$ cat src/design/oxi_pkg.sv
// oxi_pkg: shared types and constants of the pulse oximeter beat/spo2 monitor
// field widths, item and result layouts, command codes, register indexes
// no dependencies
package oxi_pkg;

    localparam int KIND_W     = 2;
    localparam int LEVEL_W    = 24;
    localparam int NOW_W      = 32;
    localparam int BEATS_W    = 16;
    localparam int SPO2_W     = 7;
    localparam int CODE_W     = 2;
    localparam int DIVIDEND_W = LEVEL_W + 5;
    localparam int CFG_ADDR_W = 3;
    localparam int CFG_DATA_W = 32;
    localparam int STEP_W     = 5;
    localparam int EST_STEPS  = DIVIDEND_W;
    localparam int MEAN_STEPS = SPO2_W;
    localparam int FIFO_DEPTH = 2;
    localparam int FIFO_PTR_W = 1;
    localparam int FIFO_CNT_W = 2;

    localparam logic [SPO2_W-1:0] SPO2_BASE = 7'd110;

    localparam logic [KIND_W-1:0] KIND_SAMPLE    = 2'd0;
    localparam logic [KIND_W-1:0] KIND_FAIL      = 2'd1;
    localparam logic [KIND_W-1:0] KIND_RECONNECT = 2'd2;

    localparam logic [CODE_W-1:0] BPM_NONE       = 2'd0;
    localparam logic [CODE_W-1:0] BPM_ABNORMAL   = 2'd1;
    localparam logic [CODE_W-1:0] BPM_NORMALIZED = 2'd2;

    localparam logic [CODE_W-1:0] LINK_NONE        = 2'd0;
    localparam logic [CODE_W-1:0] LINK_LOST        = 2'd1;
    localparam logic [CODE_W-1:0] LINK_RECONNECTED = 2'd2;

    localparam logic [CFG_ADDR_W-1:0] REG_RISE_THRESHOLD = 3'd0;
    localparam logic [CFG_ADDR_W-1:0] REG_WINDOW_MS      = 3'd1;
    localparam logic [CFG_ADDR_W-1:0] REG_BPM_LOW        = 3'd2;
    localparam logic [CFG_ADDR_W-1:0] REG_BPM_HIGH       = 3'd3;
    localparam logic [CFG_ADDR_W-1:0] REG_HOLDOFF_MS     = 3'd4;
    localparam logic [CFG_ADDR_W-1:0] REG_NO_BEAT_MS     = 3'd5;
    localparam logic [CFG_ADDR_W-1:0] REG_SPO2_FLOOR     = 3'd6;
    localparam logic [CFG_ADDR_W-1:0] REG_SPO2_CEILING   = 3'd7;

    localparam logic [LEVEL_W-1:0] RST_RISE_THRESHOLD = 24'd1000;
    localparam logic [31:0]        RST_WINDOW_MS      = 32'd60000;
    localparam logic [15:0]        RST_BPM_LOW        = 16'd50;
    localparam logic [15:0]        RST_BPM_HIGH       = 16'd100;
    localparam logic [31:0]        RST_HOLDOFF_MS     = 32'd5000;
    localparam logic [31:0]        RST_NO_BEAT_MS     = 32'd10000;
    localparam logic [SPO2_W-1:0]  RST_SPO2_FLOOR     = 7'd70;
    localparam logic [SPO2_W-1:0]  RST_SPO2_CEILING   = 7'd100;

    typedef enum logic [1:0] {
        OP_SKIP      = 2'd0,
        OP_FAIL      = 2'd1,
        OP_RECONNECT = 2'd2,
        OP_SAMPLE    = 2'd3
    } t_op;

    typedef struct packed {
        logic [KIND_W-1:0]  kind;
        logic [LEVEL_W-1:0] ir_level;
        logic [LEVEL_W-1:0] red_level;
        logic [NOW_W-1:0]   now_ms;
        logic               emergency;
    } t_item;

    typedef struct packed {
        logic                report_valid;
        logic [BEATS_W-1:0]  beats_in_window;
        logic [SPO2_W-1:0]   spo2_mean;
        logic [CODE_W-1:0]   bpm_alert;
        logic                no_beat_alert;
        logic [CODE_W-1:0]   link_event;
    } t_result;

    typedef struct packed {
        t_op                   op;
        logic [LEVEL_W-1:0]    ir_level;
        logic [DIVIDEND_W-1:0] dividend;
        logic [NOW_W-1:0]      now_ms;
    } t_cmd;

endpackage

$ cat src/design/oxi_item_if.sv
// oxi_item_if: input request channel, valid/ready with one t_item payload
// depends on oxi_pkg
interface oxi_item_if;
    logic           valid;
    logic           ready;
    oxi_pkg::t_item data;

    modport source (output valid, output data, input ready);
    modport sink (input valid, input data, output ready);
endinterface

$ cat src/design/oxi_result_if.sv
// oxi_result_if: result request channel, valid/ready with one t_result payload
// depends on oxi_pkg
interface oxi_result_if;
    logic             valid;
    logic             ready;
    oxi_pkg::t_result data;

    modport source (output valid, output data, input ready);
    modport sink (input valid, input data, output ready);
endinterface

$ cat src/design/oxi_front.sv
// oxi_front: accepts input requests, classifies them and forms the 25*red dividend
// depends on oxi_pkg and oxi_item_if
module oxi_front (
    oxi_item_if.sink        i_item,
    input  logic            i_full,
    output logic            o_push,
    output oxi_pkg::t_cmd   o_cmd
);

    oxi_pkg::t_op                   op;
    logic [oxi_pkg::DIVIDEND_W-1:0] red_x;

    always_comb begin
        if (i_item.data.emergency) begin
            op = oxi_pkg::OP_SKIP;
        end else begin
            case (i_item.data.kind)
                oxi_pkg::KIND_SAMPLE:    op = oxi_pkg::OP_SAMPLE;
                oxi_pkg::KIND_FAIL:      op = oxi_pkg::OP_FAIL;
                oxi_pkg::KIND_RECONNECT: op = oxi_pkg::OP_RECONNECT;
                default:                 op = oxi_pkg::OP_SKIP;
            endcase
        end
    end

    assign red_x = oxi_pkg::DIVIDEND_W'(i_item.data.red_level);

    assign o_cmd.op       = op;
    assign o_cmd.ir_level = i_item.data.ir_level;
    assign o_cmd.dividend = (red_x << 4) + (red_x << 3) + red_x;
    assign o_cmd.now_ms   = i_item.data.now_ms;

    assign i_item.ready = !i_full;
    assign o_push       = i_item.valid && !i_full;

endmodule

$ cat src/design/oxi_fifo.sv
// oxi_fifo: short command queue between the front and the execution unit
// depends on oxi_pkg
module oxi_fifo (
    input  logic          i_clk,
    input  logic          i_rst_n,
    input  logic          i_push,
    input  oxi_pkg::t_cmd i_cmd,
    output logic          o_full,
    output logic          o_valid,
    output oxi_pkg::t_cmd o_cmd,
    input  logic          i_pop
);

    oxi_pkg::t_cmd                  r_mem [oxi_pkg::FIFO_DEPTH];
    logic [oxi_pkg::FIFO_PTR_W-1:0] r_wr_ptr;
    logic [oxi_pkg::FIFO_PTR_W-1:0] r_rd_ptr;
    logic [oxi_pkg::FIFO_CNT_W-1:0] r_count;
    logic                           do_push;
    logic                           do_pop;

    assign o_full  = r_count == oxi_pkg::FIFO_CNT_W'(oxi_pkg::FIFO_DEPTH);
    assign o_valid = r_count != '0;
    assign o_cmd   = r_mem[r_rd_ptr];
    assign do_push = i_push && !o_full;
    assign do_pop  = i_pop && o_valid;

    always_ff @(posedge i_clk) begin
        if (do_push) begin
            r_mem[r_wr_ptr] <= i_cmd;
        end
    end

    always_ff @(posedge i_clk) begin
        if (!i_rst_n) begin
            r_wr_ptr <= '0;
            r_rd_ptr <= '0;
            r_count  <= '0;
        end else begin
            if (do_push) begin
                r_wr_ptr <= r_wr_ptr + 1'b1;
            end
            if (do_pop) begin
                r_rd_ptr <= r_rd_ptr + 1'b1;
            end
            case ({do_push, do_pop})
                2'b10:   r_count <= r_count + 1'b1;
                2'b01:   r_count <= r_count - 1'b1;
                default: r_count <= r_count;
            endcase
        end
    end

endmodule

$ cat src/design/oxi_exec.sv
// oxi_exec: execution unit, config registers, beat and window state,
// serial spo2 ratio divider, serial mean divider and the result register
// depends on oxi_pkg and oxi_result_if
module oxi_exec #(
    parameter int COUNT_BITS = 16,
    parameter int TIME_BITS  = 32
) (
    input  logic                             i_clk,
    input  logic                             i_rst_n,
    input  logic                             i_cfg_we,
    input  logic [oxi_pkg::CFG_ADDR_W-1:0]   i_cfg_addr,
    input  logic [oxi_pkg::CFG_DATA_W-1:0]   i_cfg_wdata,
    input  logic                             i_cmd_valid,
    input  oxi_pkg::t_cmd                    i_cmd,
    output logic                             o_cmd_pop,
    oxi_result_if.source                     o_result
);

    localparam int SUM_BITS  = COUNT_BITS + oxi_pkg::SPO2_W;
    localparam int CMP_BITS  = (TIME_BITS > 32) ? TIME_BITS : 32;
    localparam int BEAT_BITS = (COUNT_BITS > oxi_pkg::BEATS_W) ? COUNT_BITS : oxi_pkg::BEATS_W;
    localparam int LW        = oxi_pkg::LEVEL_W;
    localparam int DW        = oxi_pkg::DIVIDEND_W;
    localparam int SW        = oxi_pkg::SPO2_W;

    typedef enum logic [6:0] {
        S_IDLE = 7'b0000001,
        S_RUN  = 7'b0000010,
        S_EST  = 7'b0000100,
        S_ACC  = 7'b0001000,
        S_WIN  = 7'b0010000,
        S_MEAN = 7'b0100000,
        S_OUT  = 7'b1000000
    } t_state;

    t_state r_state;

    logic [LW-1:0] r_rise_thr;
    logic [31:0]   r_window;
    logic [15:0]   r_bpm_low;
    logic [15:0]   r_bpm_high;
    logic [31:0]   r_holdoff;
    logic [31:0]   r_no_beat;
    logic [SW-1:0] r_floor;
    logic [SW-1:0] r_ceil;

    logic [LW-1:0]         r_prev_ir;
    logic                  r_rising;
    logic [COUNT_BITS-1:0] r_beats;
    logic [SUM_BITS-1:0]   r_sum;
    logic [COUNT_BITS-1:0] r_cnt;
    logic [TIME_BITS-1:0]  r_win_start;
    logic [TIME_BITS-1:0]  r_last_beat;
    logic [TIME_BITS-1:0]  r_last_bpm;
    logic [TIME_BITS-1:0]  r_last_nb;
    logic                  r_abnormal;
    logic                  r_connected;

    oxi_pkg::t_cmd                r_cmd;
    oxi_pkg::t_result             r_res;
    logic [LW-1:0]                r_rem;
    logic [DW-1:0]                r_quo;
    logic [oxi_pkg::STEP_W-1:0]   r_step;
    logic [SUM_BITS-1:0]          r_msum;
    logic [SUM_BITS-1:0]          r_mdiv;
    logic [SW-1:0]                r_mq;
    logic                         r_out_valid;
    oxi_pkg::t_result             r_out;

    logic [TIME_BITS-1:0] now_t;
    logic [TIME_BITS-1:0] el_win;
    logic [TIME_BITS-1:0] el_beat;
    logic [TIME_BITS-1:0] el_bpm;
    logic [TIME_BITS-1:0] el_nb;
    logic                 win_due;
    logic                 bpm_oor;
    logic                 bpm_hold_ok;
    logic                 nb_due;
    logic [BEAT_BITS-1:0] beats_x;
    logic [oxi_pkg::BEATS_W-1:0] beats_sat;
    logic                 beat_hit;
    logic [LW:0]          est_trial;
    logic                 est_ge;
    logic                 est_neg;
    logic [SW-1:0]        est_raw;
    logic [SW-1:0]        est_ceil;
    logic [SW-1:0]        est_val;
    logic                 mean_ge;
    logic                 out_free;

    assign now_t   = TIME_BITS'(r_cmd.now_ms);
    assign el_win  = now_t - r_win_start;
    assign el_beat = now_t - r_last_beat;
    assign el_bpm  = now_t - r_last_bpm;
    assign el_nb   = now_t - r_last_nb;

    assign win_due     = CMP_BITS'(el_win) >= CMP_BITS'(r_window);
    assign bpm_hold_ok = CMP_BITS'(el_bpm) >= CMP_BITS'(r_holdoff);
    assign nb_due      = (CMP_BITS'(el_beat) >= CMP_BITS'(r_no_beat))
                      && (CMP_BITS'(el_nb) >= CMP_BITS'(r_holdoff));

    assign beats_x   = BEAT_BITS'(r_beats);
    assign bpm_oor   = (beats_x < BEAT_BITS'(r_bpm_low)) || (beats_x > BEAT_BITS'(r_bpm_high));
    assign beats_sat = (beats_x > BEAT_BITS'({oxi_pkg::BEATS_W{1'b1}}))
                     ? {oxi_pkg::BEATS_W{1'b1}} : beats_x[oxi_pkg::BEATS_W-1:0];

    assign beat_hit = !r_rising && (r_cmd.ir_level > r_prev_ir)
                   && ((r_cmd.ir_level - r_prev_ir) > r_rise_thr);

    assign est_trial = {r_rem, r_quo[DW-1]};
    assign est_ge    = est_trial >= {1'b0, r_cmd.ir_level};

    // quotient above the base makes the estimate negative, the floor then wins
    assign est_neg  = r_quo > DW'(oxi_pkg::SPO2_BASE);
    assign est_raw  = oxi_pkg::SPO2_BASE - r_quo[SW-1:0];
    assign est_ceil = (est_raw > r_ceil) ? r_ceil : est_raw;
    assign est_val  = (est_neg || (est_ceil < r_floor)) ? r_floor : est_ceil;

    assign mean_ge = r_msum >= r_mdiv;

    assign out_free  = !r_out_valid || o_result.ready;
    assign o_cmd_pop = (r_state == S_IDLE) && i_cmd_valid;

    assign o_result.valid = r_out_valid;
    assign o_result.data  = r_out;

    always_ff @(posedge i_clk) begin
        if (!i_rst_n) begin
            r_out_valid <= 1'b0;
        end else if ((r_state == S_OUT) && out_free) begin
            r_out_valid <= 1'b1;
        end else if (o_result.ready) begin
            r_out_valid <= 1'b0;
        end
    end

    always_ff @(posedge i_clk) begin
        if (!i_rst_n) begin
            r_state     <= S_IDLE;
            r_rise_thr  <= oxi_pkg::RST_RISE_THRESHOLD;
            r_window    <= oxi_pkg::RST_WINDOW_MS;
            r_bpm_low   <= oxi_pkg::RST_BPM_LOW;
            r_bpm_high  <= oxi_pkg::RST_BPM_HIGH;
            r_holdoff   <= oxi_pkg::RST_HOLDOFF_MS;
            r_no_beat   <= oxi_pkg::RST_NO_BEAT_MS;
            r_floor     <= oxi_pkg::RST_SPO2_FLOOR;
            r_ceil      <= oxi_pkg::RST_SPO2_CEILING;
            r_prev_ir   <= '0;
            r_rising    <= 1'b0;
            r_beats     <= '0;
            r_sum       <= '0;
            r_cnt       <= '0;
            r_win_start <= '0;
            r_last_beat <= '0;
            r_last_bpm  <= '0;
            r_last_nb   <= '0;
            r_abnormal  <= 1'b0;
            r_connected <= 1'b1;
        end else begin
            if (i_cfg_we) begin
                case (i_cfg_addr)
                    oxi_pkg::REG_RISE_THRESHOLD: r_rise_thr <= i_cfg_wdata[LW-1:0];
                    oxi_pkg::REG_WINDOW_MS:      r_window   <= i_cfg_wdata;
                    oxi_pkg::REG_BPM_LOW:        r_bpm_low  <= i_cfg_wdata[15:0];
                    oxi_pkg::REG_BPM_HIGH:       r_bpm_high <= i_cfg_wdata[15:0];
                    oxi_pkg::REG_HOLDOFF_MS:     r_holdoff  <= i_cfg_wdata;
                    oxi_pkg::REG_NO_BEAT_MS:     r_no_beat  <= i_cfg_wdata;
                    oxi_pkg::REG_SPO2_FLOOR:     r_floor    <= i_cfg_wdata[SW-1:0];
                    oxi_pkg::REG_SPO2_CEILING:   r_ceil     <= i_cfg_wdata[SW-1:0];
                    default: ;
                endcase
            end

            case (r_state)
                S_IDLE: begin
                    if (i_cmd_valid) begin
                        r_cmd   <= i_cmd;
                        r_res   <= '0;
                        r_state <= S_RUN;
                    end
                end
                S_RUN: begin
                    case (r_cmd.op)
                        oxi_pkg::OP_FAIL: begin
                            if (r_connected) begin
                                r_res.link_event <= oxi_pkg::LINK_LOST;
                            end
                            r_connected <= 1'b0;
                            r_state     <= S_OUT;
                        end
                        oxi_pkg::OP_RECONNECT: begin
                            r_connected      <= 1'b1;
                            r_last_beat      <= now_t;
                            r_win_start      <= now_t;
                            r_beats          <= '0;
                            r_sum            <= '0;
                            r_cnt            <= '0;
                            r_res.link_event <= oxi_pkg::LINK_RECONNECTED;
                            r_state          <= S_OUT;
                        end
                        oxi_pkg::OP_SAMPLE: begin
                            if (r_connected) begin
                                if (beat_hit) begin
                                    if (!(&r_beats)) begin
                                        r_beats <= r_beats + 1'b1;
                                    end
                                    r_rising    <= 1'b1;
                                    r_last_beat <= now_t;
                                end else if (r_cmd.ir_level < r_prev_ir) begin
                                    r_rising <= 1'b0;
                                end
                                r_prev_ir <= r_cmd.ir_level;
                                if ((r_cmd.ir_level != '0) && !(&r_cnt)) begin
                                    r_rem   <= '0;
                                    r_quo   <= r_cmd.dividend;
                                    r_step  <= oxi_pkg::STEP_W'(oxi_pkg::EST_STEPS - 1);
                                    r_state <= S_EST;
                                end else begin
                                    r_state <= S_WIN;
                                end
                            end else begin
                                r_state <= S_OUT;
                            end
                        end
                        default: r_state <= S_OUT;
                    endcase
                end
                S_EST: begin
                    r_rem <= est_ge ? LW'(est_trial - {1'b0, r_cmd.ir_level})
                                    : LW'(est_trial);
                    r_quo <= {r_quo[DW-2:0], est_ge};
                    if (r_step == '0) begin
                        r_state <= S_ACC;
                    end else begin
                        r_step <= r_step - 1'b1;
                    end
                end
                S_ACC: begin
                    r_sum   <= r_sum + SUM_BITS'(est_val);
                    r_cnt   <= r_cnt + 1'b1;
                    r_state <= S_WIN;
                end
                S_WIN: begin
                    if (win_due) begin
                        r_res.report_valid    <= 1'b1;
                        r_res.beats_in_window <= beats_sat;
                        if (bpm_oor) begin
                            if (!r_abnormal && bpm_hold_ok) begin
                                r_res.bpm_alert <= oxi_pkg::BPM_ABNORMAL;
                                r_abnormal      <= 1'b1;
                                r_last_bpm      <= now_t;
                            end
                        end else begin
                            if (r_abnormal) begin
                                r_res.bpm_alert <= oxi_pkg::BPM_NORMALIZED;
                            end
                            r_abnormal <= 1'b0;
                        end
                        if (nb_due) begin
                            r_res.no_beat_alert <= 1'b1;
                            r_last_nb           <= now_t;
                        end
                        r_msum      <= r_sum;
                        r_mdiv      <= SUM_BITS'(r_cnt) << (oxi_pkg::MEAN_STEPS - 1);
                        r_step      <= oxi_pkg::STEP_W'(oxi_pkg::MEAN_STEPS - 1);
                        r_beats     <= '0;
                        r_sum       <= '0;
                        r_cnt       <= '0;
                        r_win_start <= now_t;
                        if (r_cnt != '0) begin
                            r_state <= S_MEAN;
                        end else begin
                            r_state <= S_OUT;
                        end
                    end else begin
                        r_state <= S_OUT;
                    end
                end
                S_MEAN: begin
                    if (mean_ge) begin
                        r_msum <= r_msum - r_mdiv;
                    end
                    r_mdiv <= r_mdiv >> 1;
                    r_mq   <= {r_mq[SW-2:0], mean_ge};
                    if (r_step == '0) begin
                        r_res.spo2_mean <= {r_mq[SW-2:0], mean_ge};
                        r_state         <= S_OUT;
                    end else begin
                        r_step <= r_step - 1'b1;
                    end
                end
                S_OUT: begin
                    if (out_free) begin
                        r_out   <= r_res;
                        r_state <= S_IDLE;
                    end
                end
                default: r_state <= S_IDLE;
            endcase
        end
    end

endmodule

$ cat src/design/pulse_oximeter_beat_spo2_monitor_core.sv
// pulse_oximeter_beat_spo2_monitor_core: top level of the beat and spo2 window monitor
// front classifier, command queue and execution unit; depends on oxi_pkg,
// oxi_item_if, oxi_result_if, oxi_front, oxi_fifo, oxi_exec
//
//   channel   dir  handshake        payload
//   i_item    in   valid / ready    oxi_pkg::t_item (kind, levels, now_ms, emergency)
//   o_result  out  valid / ready    oxi_pkg::t_result (one per input request)
//   i_cfg_*   in   write enable     register index 0..7, 32-bit data
//
// a sample with nonzero ir passes accept, dispatch, the serial spo2 ratio divider,
// accumulate, window check and output; when a window closes with samples it also
// passes the serial mean divider before output; a zero-ir sample skips the ratio divider
// other requests go from dispatch to output; the execution unit handles one request at a time
// a two-entry queue lets the input take requests while a result waits in the output register
// synchronous active-low reset restores register defaults and all window state
module pulse_oximeter_beat_spo2_monitor_core #(
    parameter int COUNT_BITS = 16,
    parameter int TIME_BITS  = 32
) (
    input  logic                           i_clk,
    input  logic                           i_rst_n,
    oxi_item_if.sink                       i_item,
    oxi_result_if.source                   o_result,
    input  logic                           i_cfg_we,
    input  logic [oxi_pkg::CFG_ADDR_W-1:0] i_cfg_addr,
    input  logic [oxi_pkg::CFG_DATA_W-1:0] i_cfg_wdata
);

    logic          fifo_full;
    logic          push;
    oxi_pkg::t_cmd push_cmd;
    logic          cmd_valid;
    oxi_pkg::t_cmd cmd;
    logic          cmd_pop;

    oxi_front u_front (
        .i_item (i_item),
        .i_full (fifo_full),
        .o_push (push),
        .o_cmd  (push_cmd)
    );

    oxi_fifo u_fifo (
        .i_clk   (i_clk),
        .i_rst_n (i_rst_n),
        .i_push  (push),
        .i_cmd   (push_cmd),
        .o_full  (fifo_full),
        .o_valid (cmd_valid),
        .o_cmd   (cmd),
        .i_pop   (cmd_pop)
    );

    oxi_exec #(
        .COUNT_BITS (COUNT_BITS),
        .TIME_BITS  (TIME_BITS)
    ) u_exec (
        .i_clk       (i_clk),
        .i_rst_n     (i_rst_n),
        .i_cfg_we    (i_cfg_we),
        .i_cfg_addr  (i_cfg_addr),
        .i_cfg_wdata (i_cfg_wdata),
        .i_cmd_valid (cmd_valid),
        .i_cmd       (cmd),
        .o_cmd_pop   (cmd_pop),
        .o_result    (o_result)
    );

endmodule
$ cat src/flat_wrapper.sv
// flat-port wrapper written by rule: the top's interface ports become plain ports
module pulse_oximeter_beat_spo2_monitor_core_flat 
#(
    parameter int COUNT_BITS = 16,
    parameter int TIME_BITS  = 32
)
  (i_clk, i_rst_n, i_cfg_we, i_cfg_addr, i_cfg_wdata, i_item_valid, i_item_data, i_item_ready, o_result_valid, o_result_data, o_result_ready);
  oxi_item_if i_item_i ();
  oxi_result_if o_result_i ();
  input  logic i_clk;
  input  logic i_rst_n;
  input  logic i_cfg_we;
  input  logic [oxi_pkg::CFG_ADDR_W-1:0] i_cfg_addr;
  input  logic [oxi_pkg::CFG_DATA_W-1:0] i_cfg_wdata;
  input wire logic [$bits(i_item_i.valid)-1:0] i_item_valid;
  input wire logic [$bits(i_item_i.data)-1:0] i_item_data;
  output wire logic [$bits(i_item_i.ready)-1:0] i_item_ready;
  output wire logic [$bits(o_result_i.valid)-1:0] o_result_valid;
  output wire logic [$bits(o_result_i.data)-1:0] o_result_data;
  input wire logic [$bits(o_result_i.ready)-1:0] o_result_ready;
  assign i_item_i.valid = i_item_valid;
  assign i_item_i.data = i_item_data;
  assign i_item_ready = i_item_i.ready;
  assign o_result_valid = o_result_i.valid;
  assign o_result_data = o_result_i.data;
  assign o_result_i.ready = o_result_ready;
  pulse_oximeter_beat_spo2_monitor_core #(.COUNT_BITS(COUNT_BITS), .TIME_BITS(TIME_BITS)) u_core (.i_clk(i_clk), .i_rst_n(i_rst_n), .i_item(i_item_i), .o_result(o_result_i), .i_cfg_we(i_cfg_we), .i_cfg_addr(i_cfg_addr), .i_cfg_wdata(i_cfg_wdata));
endmodule
$ cat config.mk
export PLATFORM = sky130hd
export DESIGN_NAME = pulse_oximeter_beat_spo2_monitor_core_flat
export DESIGN_NICKNAME = d
export VERILOG_FILES = /design/src/design/oxi_pkg.sv /design/src/design/oxi_item_if.sv /design/src/design/oxi_result_if.sv /design/src/design/oxi_front.sv /design/src/design/oxi_fifo.sv /design/src/design/oxi_exec.sv /design/src/design/pulse_oximeter_beat_spo2_monitor_core.sv /design/src/flat_wrapper.sv
export SDC_FILE = /design/constraint.sdc
export NUM_CORES = 2
export LEC_CHECK = 0
export ABC_AREA = 0
export CAP_MARGIN = 0
export CORE_ASPECT_RATIO = 0.8
export CORE_MARGIN = 3
export CORE_UTILIZATION = 50
export DETAILED_ROUTE_END_ITERATION = 12
export DONT_BUFFER_PORTS = 1
export PLACE_DENSITY = 0.63
export SLEW_MARGIN = 30
export SYNTH_ARGS = -nofsm -noshare
export SYNTH_HDL_FRONTEND = slang
export SYNTH_HIERARCHICAL = 1
export SYNTH_SLANG_ARGS = --single-unit
export TNS_END_PERCENT = 1
$ cat constraint.sdc
create_clock -name i_clk -period 21 [get_ports i_clk]
set_input_delay 5.25 -clock i_clk [delete_from_list [all_inputs] [get_ports i_clk]]
set_output_delay 5.25 -clock i_clk [all_outputs]
set_load 0.1 [all_outputs]
; After elaboration in Yosys (flattened, before gate mapping)
; Memories as Yosys holds them, arrays and structs flattened. A register that Yosys moved wholly into a read port is not among the register bits.
; Cells that the tools add are included.
[word_totals]
regBits = 556
ramBits = 174
inputBits = 123
output_inout_bits = 31
wordCells = 268
mem_count = 1
[mem_list]
columns = name, depth, width, rd, rd_ports_with_merged_regs, wr, line
row1 = u_core.u_fifo.r_mem, 2, 87, 1, 1, 1, oxi_fifo.sv:14  ; oxi_pkg::t_cmd r_mem [oxi_pkg::FIFO_DEPTH];
[op_classes]
add_sub_neg = 18
magnitude_cmp = 15
n_eq_ne = 45
mux = 76
n_reduce_logical = 71
[op_table]
columns = cell, n
row1 = 32-bit greater-or-equal comparator, 4
row2 = 32-bit 2-to-1 mux, 4
row3 = 32-bit case mux with 2 select lines, 2
row4 = 32-bit subtractor, 4
row5 = 29-bit 2-to-1 mux, 4
row6 = 23-bit 2-to-1 mux, 5
row7 = 16-bit 2-to-1 mux, 6
row8 = 24-bit 2-to-1 mux, 4
row9 = 23-bit case mux with 2 select lines, 2
row10 = 7-bit 2-to-1 mux, 11
row11 = 23-bit case mux with 3 select lines, 1
row12 = 16-bit case mux with 2 select lines, 2
row13 = 29-bit case mux with 2 select lines, 1
row14 = 7-bit case mux with 7 select lines, 1
row15 = 24-bit > comparator, 2
row16 = 16-bit case mux with 3 select lines, 1
row17 = 24-bit case mux with 2 select lines, 1
row18 = 24-bit subtractor, 2
row19 = 17-bit case mux with 2 select lines, 1
row20 = 16-bit by 1-bit adder with 16-bit output (second input constant), 2
row21 = 16-bit AND reduction, 2
row22 = 5-bit 2-to-1 mux, 6
row23 = 28-bit by 27-bit adder with 29-bit output, 1
row24 = 29-bit by 24-bit adder with 29-bit output, 1
row25 = other kinds (59), 155

; Depth between registers and ports, before layout
[depth]
word_depth = 8
mapped_depth = 29
ltp_nobuf = 29

; By module
; The synthesis kept the hierarchy.
[modules_own_cells]
columns = mod, n_inst, cells_per_inst, area_each_um2, seq_area_each_um2
row1 = oxi_exec, 1, 4414, 38471.9, 15314.7
row2 = oxi_fifo, 1, 297, 6515.0, 5325.1
row3 = oxi_front, 1, 252, 2140.8, 0.0

; Least setup slack after synthesis
; Ideal clock, no wire load.
[synth_path]
path_kind = input -> register
from = in i_rst_n
to = reg u_core.u_exec.r_cmd (netlist bit u_core/u_exec/now_t[0]), enable pin
setup_ps = 533
t_arrival_ps = 9362
t_required_ps = 20467
path_slack_ps = 11105
stages = 4
n_path_buf = 2
path_cell_list = inv_2 > clkbuf_1 > clkbuf_1 > nor2_1
[synth_between]
elab_chain_cells = 1
[synth_rtl]
columns = item, line
row1 = start: declaration, flat_wrapper.sv:11  ; input logic i_rst_n;
row2 = 3-bit AND reduction (no source line), n/a
row3 = end signal: assignment, oxi_exec.sv:177  ; r_cmd <= i_cmd;
row4 = end: declaration, oxi_exec.sv:59  ; oxi_pkg::t_cmd r_cmd;
; Every way passes these cells.
; A chain may end at the register's enable or synchronous reset.

==> metrics.md <==
| Metric | Value |
|---|---|
| Outcome | complete, no violations |
| CP required | 21.52 ns |
| Gr ovfl total | 0 |
| Hold Buf Count CTS | 0 |
| Final period util | 0.354 |
| Die height | 281 um |
| Area grow syn2layout | 8.00% |
| P_sw | 1660 uW |
| PD cells | 100 mW/mm^2 |
| Initial antenna violation count | 0 |
| Met1 usage | 0.345 |
| Worst Tran Pin Value | 1.16 ns |
| Slowest cell on crit path | fa_1 |
| Synth Area per Inst | 9.50 sq um |
| Slew HR | 0.229 |
| Final antenna-violating net count | 0 |
| Clock latency on the worst-skew pair | 0.67 ns |
| H-Tree Depth | 3 |
| Slew Viols, Final | 0 |
| Gr busiest metal | met1 |
| Grt met3 use | 0.0512 |
| CP endpoint | u_core/u_fifo/r_mem[1][50] |
| Leakage | 0.0196 uW |
| Largest net degree at the start of global routing | 206 |
| Sequential power share | 0.392 |
| Setup slack, reg-to-reg | 14.03 ns |
| Synth Register Bits | 817 |
| Crit-path cells | inv_1, fa_1, inv_1, ha_1, fa_1, a21oi_1, o21ai_2, a211oi_4, o21ai_2, or4_1, nand3_1 |
| GPL Wtd Cong | 0.869 |
| Initial Util | 0.506 |
| Port Buffers | 0 |
| Tmin final | 7.43 ns |
| Initial DRC count | 2833 |
| Internal | 3430 uW |
| CTS tree | done |
| Worst path max stage delay | 0.54 ns |
| Seq. cell area | 0.0206 sq mm |
| Worst R2R Path Depth | 24 |
| Most frequent cells in the layout | nand2_1 (667), a21oi_1 (460), inv_1 (454) |
| Fillcell total | 8298 |
| Row count | 100 |
| Async SR Flop Fraction | 0 |
| Vias per Instance | 5.58 |
| Critical Path Fanout Max | 4 |
| First-pass GRT wire length | 178000 um |
| Clock Path Buffers | 3 |
| EDFF count, synth | 428 |
| Syn Nets | 5552 |
| Drt pass-1 iters | 5 |
| Clock root buffer | clkbuf_16 |
| Crit end category | register |
| Total CTS buffers | 88 |
| Hpwl dp | 82100 um |
| Post-route insts no fill | 6159 |
| Critical Path Source | i_item_data[33] |
| Leading cell type in the layout, fill and taps excluded | nand2_1 |
| Post-CTS sizing | 0 |
| Critical path arrival | 7.95 ns |
| Pwr Total | 5100 uW |
| # nets final | 5448 |
| Core Area | 0.0932 sq mm |
| F_max | 135 MHz |
| Crit path kind | in -> reg |
| Final WL | 113000 um |
| Remaining DRCs | 0 |
| Reg clk slew, reported paths | 0.06 ns |
| Final setup fails | 0 |
| Share of cells above drive strength 1 | 0.0671 |
| Gate power share | 0.296 |
| Inst Count DP | 5991 |
| Die Span X | 349 um |
| MaxCap Viol Count | 0 |
| Synth cell types | 98 |
| RSZ-0062 raised after global routing | false |
| Die area | 0.0980 sq mm |
| Area of the mapped netlist | 0.0471 sq mm |
| WL/cell | 18.4 um |
| Crit start category | primary input |
| Post-CTS Setup Repair Bufs | 0 |
| Peak VDD IR | 56.3 uV |
| Setup TNS | 0 ns |
| Vias in the first global route | 31948 |
| RR Startpoint | u_core/u_exec/now_t[0] |
| Seq/Total Area, Yosys | 0.438 |
| Critical R2R Capture | u_core/u_exec/r_msum[8] |
| CTS sink cnt | 817 |
| Sw frac | 0.327 |
| Ys Warns | 6 |
| Layout Skew | 0.0304 ns |
| Multi-input gate area in the final layout | 0.0237 sq mm |
| Final Util | 0.546 |
| DR vias | 34359 |
| Cells after Synth | 4963 |
| GRT Resource Usage Total | 0.227 |
| Final Hold Fails | 0 |
| HP Class | reg -> reg |
| Clock power frac | 0.312 |
| WHS Path Cells | 0 |
| Io pins | 154 |
| Ys flop type | edfxtp_1 |
| Met2 Usage GRT | 0.328 |
[final cells by class]
cell class	count	area share
inverters	457	0.0339
clock buffers	115	0.0469
clock inverters	50	0.0116
well taps	1224	0.0301
diodes	1	0.0000492
flip-flops and latches	817	0.406
repair buffers	32	0.00615
multi-input cells	3463	0.466
[critical path, delay by kind of cell]
kind / cells / cell delay, ns
adder cells (fa/ha/maj): 3 / 1.20
AO/OA/AOI/OAI: 4 / 0.89
AND/OR/NAND/NOR: 2 / 0.52
buffers and inverters: 2 / 0.08
[logic make-up (layout without fill, tap and decap cells)]
family	Yosys count	after routing	synth area share
AOI/OAI and AO/OA	1115	1115	0.148
xor gates and xnor gates	236	236	0.0439
adders and majority gates	466	466	0.128
buffers and inverters	683	654	0.0614
DFF	817	817	0.438
muxes	166	166	0.0376
other	0	1	0
and+or+nand+nor	1480	1480	0.143
[synth_stat cells (all sizes together) (10+ instances only)]
library cell | instances | area share
clkbuf | 136 | 0.011
mux2i | 77 | 0.016
o2111ai | 10 | 0.0019
and4 | 10 | 0.0019
nor4 | 26 | 0.0038
buf | 90 | 0.014
xor2 | 96 | 0.018
dfxtp | 389 | 0.17
a31oi | 20 | 0.0028
a21oi | 464 | 0.050
o21ai | 190 | 0.020
a21boi | 15 | 0.0025
or3 | 19 | 0.0025
ha | 437 | 0.12
o211ai | 54 | 0.0087
nand2b | 36 | 0.0048
and2 | 38 | 0.0050
and3 | 53 | 0.0072
or2 | 13 | 0.0017
nor2b | 42 | 0.0056
fa | 29 | 0.012
o21bai | 28 | 0.0045
nor3 | 53 | 0.0057
edfxtp | 428 | 0.27
a21o | 150 | 0.024
nand4 | 63 | 0.0084
o31ai | 13 | 0.0022
inv | 457 | 0.036
xnor2 | 140 | 0.026
nand2 | 668 | 0.053
nor2 | 311 | 0.025
mux2 | 89 | 0.021
nand3 | 111 | 0.012
o21a | 38 | 0.0061
a211oi | 31 | 0.0053
[flip-flops by register name, indices dropped and copies added (netlist names), 16 cells and up, named ones only]
name	cells
u_core/u_exec/r_last_nb	32
u_core/u_exec/r_rem	24
u_core/u_exec/r_mdiv	22
u_core/u_exec/r_holdoff	32
u_core/u_exec/r_res	29
u_core/u_fifo/r_mem	174
u_core/u_exec/beats_x	16
u_core/u_exec/r_msum	23
u_core/u_exec/r_prev_ir	24
u_core/u_exec/r_cmd	55
u_core/u_exec/r_quo	29
u_core/u_exec/r_win_start	32
u_core/u_exec/r_last_bpm	32
u_core/u_exec/r_rise_thr	24
u_core/u_exec/r_sum	23
u_core/u_exec/now_t	32
u_core/u_exec/o_result.data	29
u_core/u_exec/r_bpm_high	16
u_core/u_exec/r_last_beat	32
u_core/u_exec/r_window	32
u_core/u_exec/r_no_beat	32
u_core/u_exec/r_bpm_low	16
u_core/u_exec/r_cnt	16
[how the worst min path moves through the flow]
stage	from	endpoint	slack (ns)
after global placement	u_core/u_exec/r_res[14]	u_core/u_exec/o_result.data[14]	0.41
after detailed placement	u_core/u_exec/r_res[7]	u_core/u_exec/o_result.data[7]	0.40
after CTS	u_core/u_exec/r_res[7]	u_core/u_exec/o_result.data[7]	0.42
after floorplan	u_core/u_exec/r_res[0]	u_core/u_exec/o_result.data[0]	0.40
after global routing	u_core/u_exec/r_res[7]	u_core/u_exec/o_result.data[7]	0.43
final	u_core/u_exec/r_res[7]	u_core/u_exec/o_result.data[7]	0.42
[metal layers]
| layer | wire length [um] | share of wire |
|---|---|---|
| met5 | 0 | 0 |
| met1 | 57400 | 0.51 |
| met2 | 46100 | 0.41 |
| met3 | 8050 | 0.071 |
| met4 | 2010 | 0.018 |
[power by group through the flow]
stage	clock, uW	sequential (uW)	combinational (uW)
after detailed placement	0	2040	1470
after floorplan	0	1990	1160
after global placement	0	2030	1450
after global routing	1690	2020	1700
final	1590	2000	1510
after CTS	1630	2000	1490
[per-stage QoR]
stage | setup WS (ns) | area, sq um | hold WS, ns
after floorplan | 11.11 | 47100 | 0.400
after global placement | 12.95 | 47800 | 0.406
after detailed placement | 12.90 | 47900 | 0.405
after CTS | 13.62 | 50800 | 0.419
after global routing | 13.48 | 50900 | 0.430
final | 13.57 | 50900 | 0.417
Note: power is estimated with default switching activity, not from simulation.
